File: config.mk
export PLATFORM = sky130hd
export DESIGN_NAME = first_fit_tile_run_allocator
export DESIGN_NICKNAME = d
export VERILOG_FILES = /design/src/rtl/ftra_pkg.sv /design/src/rtl/ftra_ram.sv /design/src/rtl/ftra_fsm.sv /design/src/rtl/first_fit_tile_run_allocator.sv
export SDC_FILE = /design/constraint.sdc
export NUM_CORES = 2
export LEC_CHECK = 0
export BUFFER_PORTS_ARGS = -buffer_cell sky130_fd_sc_hd__buf_2
export CORE_ASPECT_RATIO = 0.8
export CORE_MARGIN = 3
export CORE_UTILIZATION = 57
export CTS_BUF_LIST = sky130_fd_sc_hd__clkbuf_4 sky130_fd_sc_hd__clkbuf_8 sky130_fd_sc_hd__clkbuf_16
export DETAILED_ROUTE_END_ITERATION = 6
export HOLD_SLACK_MARGIN = 0.03
export PLACE_DENSITY = 0.8
export SYNTH_ARGS = -nofsm -noshare
export SYNTH_HDL_FRONTEND = slang
export SYNTH_SLANG_ARGS = --single-unit
File: constraint.sdc
create_clock -name clk -period 95.2 [get_ports clk]
set_clock_uncertainty 0.2 [all_clocks]
set_input_delay 19.04 -clock clk [delete_from_list [all_inputs] [get_ports clk]]
set_output_delay 19.04 -clock clk [all_outputs]
set_load 0.01 [all_outputs]
File: src/rtl/ftra_pkg.sv
// Package for the first-fit tile run allocator.
// Holds field widths, default sizes, codes, transfer structs and sequencer types.
// Depends on nothing; every other file of the block but ftra_ram refers to it by scoped names.
package ftra_pkg;

	localparam int TILE_SLOTS_DEF = 1024;
	localparam int CORE_COUNT_DEF = 2;

	localparam int START_W = 10;
	localparam int LEN_W   = 11;
	localparam int INDEX_W = 10;

	localparam logic OP_ALLOC = 1'b0;
	localparam logic OP_FREE  = 1'b1;

	typedef struct packed {
		logic               op;
		logic               core_sel;
		logic [START_W-1:0] start_tile;
		logic [LEN_W-1:0]   run_length;
	} req_t;

	typedef struct packed {
		logic               ok;
		logic [INDEX_W-1:0] tile_index;
	} rsp_t;

	typedef enum logic [2:0] {
		ST_CLEAR,
		ST_IDLE,
		ST_SCAN,
		ST_MARK,
		ST_FREE,
		ST_RESP
	} state_t;

	typedef struct packed {
		logic accept;
		logic immediate;
		logic is_alloc;
		logic clear_last;
		logic found;
		logic scan_fail;
		logic wr_last;
		logic out_free;
	} stat_t;

	typedef struct packed {
		logic idle;
		logic clr_we;
		logic scan_en;
		logic wr_en;
		logic load_rsp;
	} ctrl_t;

endpackage

File: src/rtl/ftra_ram.sv
// Generic simple dual-port RAM with one write port and one registered read port.
// Width and depth are parameters; no package dependency.
module ftra_ram #(
	parameter int WIDTH = 1,
	parameter int DEPTH = 2048
) (
	input  logic                     clk,
	input  logic                     we,
	input  logic [$clog2(DEPTH)-1:0] waddr,
	input  logic [WIDTH-1:0]         wdata,
	input  logic                     re,
	input  logic [$clog2(DEPTH)-1:0] raddr,
	output logic [WIDTH-1:0]         rdata
);

	logic [WIDTH-1:0] mem [DEPTH];

	always_ff @(posedge clk) begin
		if (we) begin
			mem[waddr] <= wdata;
		end
		if (re) begin
			rdata <= mem[raddr];
		end
	end

endmodule

File: src/rtl/ftra_fsm.sv
// Sequencer of the tile run allocator: clear pass, scan, mark, free and response.
// Uses the state, status and control types of ftra_pkg.
module ftra_fsm (
	input  logic           clk,
	input  logic           arst_n,
	input  ftra_pkg::stat_t stat,
	output ftra_pkg::ctrl_t ctrl
);

	ftra_pkg::state_t state_q, state_d;

	always_ff @(posedge clk or negedge arst_n) begin
		if (!arst_n) begin
			state_q <= ftra_pkg::ST_CLEAR;
		end else begin
			state_q <= state_d;
		end
	end

	always_comb begin
		state_d = state_q;
		case (state_q)
			ftra_pkg::ST_CLEAR: begin
				if (stat.clear_last) state_d = ftra_pkg::ST_IDLE;
			end
			ftra_pkg::ST_IDLE: begin
				if (stat.accept) begin
					if (stat.immediate) state_d = ftra_pkg::ST_RESP;
					else if (stat.is_alloc) state_d = ftra_pkg::ST_SCAN;
					else state_d = ftra_pkg::ST_FREE;
				end
			end
			ftra_pkg::ST_SCAN: begin
				if (stat.found) state_d = ftra_pkg::ST_MARK;
				else if (stat.scan_fail) state_d = ftra_pkg::ST_RESP;
			end
			ftra_pkg::ST_MARK, ftra_pkg::ST_FREE: begin
				if (stat.wr_last) state_d = ftra_pkg::ST_RESP;
			end
			ftra_pkg::ST_RESP: begin
				if (stat.out_free) state_d = ftra_pkg::ST_IDLE;
			end
			default: state_d = ftra_pkg::ST_CLEAR;
		endcase
	end

	always_comb begin
		ctrl = '0;
		case (state_q)
			ftra_pkg::ST_CLEAR: ctrl.clr_we = 1'b1;
			ftra_pkg::ST_IDLE:  ctrl.idle = 1'b1;
			ftra_pkg::ST_SCAN:  ctrl.scan_en = 1'b1;
			ftra_pkg::ST_MARK, ftra_pkg::ST_FREE: ctrl.wr_en = 1'b1;
			ftra_pkg::ST_RESP:  ctrl.load_rsp = stat.out_free;
			default: ctrl = '0;
		endcase
	end

endmodule

File: src/rtl/first_fit_tile_run_allocator.sv
// Top level of the first-fit tile run allocator.
// Instantiates ftra_fsm and ftra_ram and holds the scan and write datapath.
// Depends on ftra_pkg for field widths, codes and transfer structs.
//
// Requests arrive on req/req_valid/req_stall; one result per request leaves on
// rsp/rsp_valid/rsp_stall. A transfer happens when valid is high and stall low.
// The used-bit map of all cores lives in one single-bit RAM, one slot per word.
// After reset the block runs a clearing pass over all CORE_COUNT * TILE_SLOTS
// map words (2048 at the defaults) that marks slot 0 of each core reserved;
// req_stall stays high during it.
// One request is worked on at a time. An allocate scans the map one slot per
// cycle through the RAM read port, then marks a run it finds through the
// single RAM write port. A free clears its run slot by slot through that write
// port. Rejected requests go straight to the response without touching the map.
// The result goes to an output register; a new request is taken while it waits.
// If the receiver stalls, a finished result is held inside until it has room.
module first_fit_tile_run_allocator #(
	parameter int TILE_SLOTS = ftra_pkg::TILE_SLOTS_DEF,
	parameter int CORE_COUNT = ftra_pkg::CORE_COUNT_DEF
) (
	input  logic           clk,
	input  logic           arst_n,
	input  logic           req_valid,
	output logic           req_stall,
	input  ftra_pkg::req_t req,
	output logic           rsp_valid,
	input  logic           rsp_stall,
	output ftra_pkg::rsp_t rsp
);

	localparam int DEPTH = CORE_COUNT * TILE_SLOTS;
	localparam int AW    = $clog2(DEPTH);
	localparam int SW    = $clog2(TILE_SLOTS);
	localparam int SW1   = $clog2(TILE_SLOTS + 1);
	localparam int FW    = (SW1 > ftra_pkg::LEN_W + 1) ? SW1 : ftra_pkg::LEN_W + 1;

	function automatic logic [AW-1:0] slot_addr(input logic core, input logic [SW-1:0] slot);
		return AW'(slot) + (core ? AW'(TILE_SLOTS) : AW'(0));
	endfunction

	ftra_pkg::stat_t stat;
	ftra_pkg::ctrl_t ctrl;

	logic [AW-1:0]  clr_addr_q;
	logic [SW-1:0]  clr_slot_q;
	logic [SW1-1:0] rd_slot_q;
	logic [SW-1:0]  chk_slot_s1;
	logic           chk_vld_s1;
	logic [SW1-1:0] run_q;
	logic [SW1-1:0] len_q;
	logic           core_q;
	logic [FW-1:0]  wr_slot_q;
	logic [FW-1:0]  stop_q;
	logic [0:0]     wr_bit_q;
	logic           res_ok_q;
	logic [ftra_pkg::INDEX_W-1:0] res_idx_q;
	logic           rsp_valid_q;
	ftra_pkg::rsp_t rsp_q;

	logic           accept;
	logic           missing;
	logic           imm_alloc;
	logic           imm_free;
	logic           issue;
	logic [0:0]     rd_data;
	logic           ram_we;
	logic [AW-1:0]  ram_waddr;
	logic [0:0]     ram_wdata;
	logic [FW-1:0]  free_sum;
	logic [FW-1:0]  free_stop;
	logic [FW-1:0]  found_start;

	assign accept    = req_valid && !req_stall;
	assign req_stall = !ctrl.idle;
	assign missing   = 32'(req.core_sel) >= CORE_COUNT;
	assign imm_alloc = missing || (req.run_length == '0) || (32'(req.run_length) > TILE_SLOTS);
	assign imm_free  = missing || (req.run_length == '0) || (32'(req.start_tile) >= TILE_SLOTS);
	assign issue     = ctrl.scan_en && (rd_slot_q != SW1'(TILE_SLOTS));

	assign free_sum    = FW'(req.start_tile) + FW'(req.run_length);
	assign free_stop   = (free_sum > FW'(TILE_SLOTS)) ? FW'(TILE_SLOTS) : free_sum;
	assign found_start = FW'(chk_slot_s1) + FW'(1) - FW'(len_q);

	always_comb begin
		stat            = '0;
		stat.accept     = accept;
		stat.immediate  = (req.op == ftra_pkg::OP_ALLOC) ? imm_alloc : imm_free;
		stat.is_alloc   = (req.op == ftra_pkg::OP_ALLOC);
		stat.clear_last = (clr_addr_q == AW'(DEPTH - 1));
		stat.found      = ctrl.scan_en && chk_vld_s1 && !rd_data[0] && (run_q + 1'b1 == len_q);
		stat.scan_fail  = ctrl.scan_en && chk_vld_s1 && (chk_slot_s1 == SW'(TILE_SLOTS - 1));
		stat.wr_last    = (wr_slot_q + 1'b1 == stop_q);
		stat.out_free   = !rsp_valid_q || !rsp_stall;
	end

	ftra_fsm u_fsm (
		.clk    (clk),
		.arst_n (arst_n),
		.stat   (stat),
		.ctrl   (ctrl)
	);

	assign ram_we    = ctrl.clr_we || ctrl.wr_en;
	assign ram_waddr = ctrl.clr_we ? clr_addr_q : slot_addr(core_q, wr_slot_q[SW-1:0]);
	assign ram_wdata = ctrl.clr_we ? 1'(clr_slot_q == '0) : wr_bit_q;

	ftra_ram #(
		.WIDTH (1),
		.DEPTH (DEPTH)
	) u_map (
		.clk   (clk),
		.we    (ram_we),
		.waddr (ram_waddr),
		.wdata (ram_wdata),
		.re    (issue),
		.raddr (slot_addr(core_q, rd_slot_q[SW-1:0])),
		.rdata (rd_data)
	);

	always_ff @(posedge clk or negedge arst_n) begin
		if (!arst_n) begin
			clr_addr_q  <= '0;
			clr_slot_q  <= '0;
			chk_vld_s1  <= 1'b0;
			rsp_valid_q <= 1'b0;
		end else begin
			if (ctrl.clr_we) begin
				clr_addr_q <= clr_addr_q + 1'b1;
				clr_slot_q <= (clr_slot_q == SW'(TILE_SLOTS - 1)) ? '0 : clr_slot_q + 1'b1;
			end
			chk_vld_s1 <= issue;
			if (ctrl.load_rsp) begin
				rsp_valid_q <= 1'b1;
			end else if (!rsp_stall) begin
				rsp_valid_q <= 1'b0;
			end
		end
	end

	always_ff @(posedge clk) begin
		if (accept) begin
			core_q    <= req.core_sel;
			len_q     <= SW1'(req.run_length);
			rd_slot_q <= '0;
			run_q     <= '0;
			wr_slot_q <= FW'(req.start_tile);
			stop_q    <= free_stop;
			wr_bit_q  <= 1'b0;
			res_ok_q  <= (req.op == ftra_pkg::OP_FREE);
			res_idx_q <= '0;
		end
		if (issue) begin
			rd_slot_q   <= rd_slot_q + 1'b1;
			chk_slot_s1 <= rd_slot_q[SW-1:0];
		end
		if (ctrl.scan_en && chk_vld_s1) begin
			run_q <= rd_data[0] ? '0 : run_q + 1'b1;
		end
		if (stat.found) begin
			wr_slot_q <= found_start;
			stop_q    <= FW'(chk_slot_s1) + FW'(1);
			wr_bit_q  <= 1'b1;
			res_ok_q  <= 1'b1;
			res_idx_q <= found_start[ftra_pkg::INDEX_W-1:0];
		end
		if (ctrl.wr_en) begin
			wr_slot_q <= wr_slot_q + 1'b1;
		end
		if (ctrl.load_rsp) begin
			rsp_q.ok         <= res_ok_q;
			rsp_q.tile_index <= res_idx_q;
		end
	end

	assign rsp_valid = rsp_valid_q;
	assign rsp       = rsp_q;

endmodule

==> flow_summary_export.csv <==
group,metric,value,unit
cells_and_area,layout_commonest_cell,"nor2_1",
floorplan,dieArea,0.1709,sq mm
clock_network,cts_tree,"yes",
sta,finalCriticalPeriod,21.90,ns
sta,setup_viol,0,
critical_path,path_cells,"buf_2 -> ha_1 -> inv_1 -> fa_1 -> nor2b_1 -> o21ai_0 -> a21boi_0 -> o21ai_0 -> a211oi_1 -> or3_1 -> a21oi_1 -> a211oi_1 -> nor2_1",
drt,wl_per_cell,30.38,microns
clock_network,cts_max_level,4,
synth,syn_nets,6604,
critical_path,crit_path_max_incr_delay,0.97,ns
placed_design,portBuffers,39,
synth,synthArstFlopShare,0.01200,
critical_path,critPathArrivalTime,22.24,ns
sta,relSlewSlack,0.04421,
sta,worstMarginPinSlew,1.434,ns
drt,ant_nets,0,
critical_path,start_kind,"input pin",
drt,drt-initial-drc-count,10760,
global_route,grt_antenna_before_repair,11,
floorplan,initial_core_util,0.5749,
sta,fmax,0.04567,GHz
pwr,powerDensity,17.68,mW/mm^2
floorplan,die_h,370.4,microns
synth,synthCells,6546,
cells_and_area,layout.cells.non_filler,8630,
placed_design,routabilityCongestion,0.8963,
min_path,hold_start,"wr_bit_q$_SDFFE_PP1P_",
clock_network,cts_buffer_depth,3,
placed_design,dp_cells,8261,
cells_and_area,post-route-util,0.6220,
synth,synth_top_area_cell,"edfxtp_1",
sta,rsz0062_at_grt,"no",
global_route,grt.overflow.total,0,
pwr,p_leak,0.02716,uW
run,cap_violations,0,
pwr,power,1809,uW
synth,ys_types,86,
placed_design,dpl.hpwl,135900,microns
clock_network,cts-buffers-inserted,194,
drt,dr.pass1.iters,7,
critical_path,critPathRequiredTime,95.54,ns
sta,hold_viol_final,0,
synth,ys.flop_type,"edfxtp_1",
global_route,track_usage,0.3056,
floorplan,die_width,461.5,microns
clock_network,worstSkewPairLatency,0.85,ns
cells_and_area,syn_to_final_growth,8.196,%
min_path,min_path_type,"register to register",
critical_path,regToRegStartpoint,"rd_slot_q[0]$_SDFFCE_PN0P_",
synth,synth_edf_count,2138,
global_route,first_global_vias,56880,
sta,finalSetupTns,0,ns
pwr,peakVddDrop,20.34,uV
critical_path,critical_path_class,"input pin to register",
clock_network,ctsHoldBuffers,0,
cells_and_area,nNetsFinal,6357,
critical_path,path_max_fanout,8,
clock_network,path_clk_slew,0.06,ns
drt,dr_total_vias,58950,
cells_and_area,final_cell_mix,"nor2_1 (2142), edfxtp_1 (2138), mux4_2 (507)",
drt,viasPerCell,6.831,
synth,synth_area_per_cell,14.45,sq um
outcome,violations,"DRC",
outcome,outcome,"finished, violations left",
synth,synth_area_leaders,"edfxtp_1 (68%), mux4_2 (12%), nor2_1 (8.5%)",
floorplan,coreArea,0.1646,sq mm
cells_and_area,drive_gt1_frac,0.1624,
drt,drt-total-wl,262200,microns
critical_path,slowest_stage,"a211oi_1",
synth,synth-seq-cells,2166,
clock_network,root_buffer,"clkbuf_16",
synth,yosys_warnings,0,
floorplan,fp-row-count,133,
global_route,grt_pass1_wl,378400,microns
synth,syn-cell-area,0.09461,sq mm
sta,maxSlewViolCount,0,
floorplan,pin_count,40,
synth,netlist.area_leader.share,0.6786,
critical_path,endpoint_kind,"register",
clock_network,clock_sinks,2166,
drt,drc,19,
synth,ys_seq_area_frac,0.6859,
global_route,grt_max_degree,322,
clock_network,ctsResizeCount,0,
sta,timing.final.crit_share,0.2300,
clock_network,post_cts_buffers,0,
critical_path,crit_start,"req[0]",
-- cell families (layout without fill, tap and decap cells) --
group,after synthesis,after routing,share of synthesized area
other cells,1,6,0.00003963
buf+inv,636,555,0.02962
flops,2166,2166,0.6859
xor+xnor,88,88,0.008292
mux,635,635,0.1344
compound gates,394,394,0.02956
fa+ha+maj,31,31,0.004258
simple gates,2595,2595,0.1079
-- power breakdown --
part | internal (uW) | total, uW | switching [uW] | leakage [uW]
Combinational | 2.30 | 5.51 | 3.20 | 0.00888
Clock | 418 | 773 | 355 | 0.00310
Sequential | 1030 | 1030 | 0.00000000000000117 | 0.0152
Total | 1450 | 1810 | 358 | 0.0272
-- cell type report --
class,instances,area [sq um]
Inverter,41,153.9
Fill cell,11160,62210
Tap cell,2160,2703
Clock buffer,243,5253
Timing Repair Buffer,152,1179
Multi-Input combinational cell,3744,27230
Clock inverter,119,947.2
Antenna cell,5,12.51
Sequential cell,2166,64890
-- critical path, delay by kind of cell --
kind                     cells  cell delay [ns]
buffers and inverters        2             0.17
AND/OR/NAND/NOR              3             0.42
AO/OA/AOI/OAI                6             2.02
adder cells (fa/ha/maj)      2             0.57
-- registers in the layout (all words and copies together), names as in the netlist, 3 cells and up --
name	cells
len_q	11
rsp	11
u_fsm.state_q	3
run_q	11
wr_slot_q	12
rd_slot_q	11
u_map.mem	2048
clr_slot_q	10
res_idx_q	10
clr_addr_q	11
stop_q	12
chk_slot_s1	10
-- worst paths after layout --
check | endpoint | slack [ns] | depth (start not counted)
max | stop_q[0]$_DFFE_PP_ | 73.30 | 13
min | wr_bit_q$_SDFFE_PP1P_ | 0.25 | 2
max reg2reg | u_map.rdata$_DFFE_PP_ | 87.76 | 13
min reg2reg | wr_bit_q$_SDFFE_PP1P_ | 0.25 | 2
max in group asynchronous | clr_slot_q[1]$_DFFE_PN0P_ | 76.40 | 1
min in group asynchronous | clr_slot_q[7]$_DFFE_PN0P_ | 18.00 | 1
-- synth_stat cells (16+ instances only) --
cell type	instances
edfxtp_1	2138
o21ai_0	45
nor3_1	31
nand3_1	56
xnor2_1	52
clkbuf_1	457
mux4_2	507
mux2i_1	113
o22ai_1	21
nand2_1	243
nor2_1	2150
ha_1	29
and3_1	18
a221oi_1	22
nor2b_1	16
a22oi_1	76
buf_2	71
a211oi_1	28
a21oi_1	67
buf_6	21
a22o_1	30
dfrtp_1	26
inv_1	40
buf_4	25
xor2_1	35
o221ai_1	16
nand4_1	16
-- routing by layer --
layer / GRT usage / part of all wire / routed length [microns]
met5: 0 / 0.00026 / 68
met2: 0.4453 / 0.44 / 115700
met1: 0.4116 / 0.34 / 88150
met4: 0.1356 / 0.051 / 13260
met3: 0.1174 / 0.17 / 44960
-- stage by stage --
stage	hold slack [ns]	area, sq um	setup WS, ns
final	0.2532	102400	73.30
after global routing	0.2640	102400	73.16
after CTS	0.2501	102300	73.47
after detailed placement	0.2385	96140	72.60
after global placement	0.2457	96140	72.65
after floorplan	0.2003	94610	33.75
(Power assumes the default switching activity.)
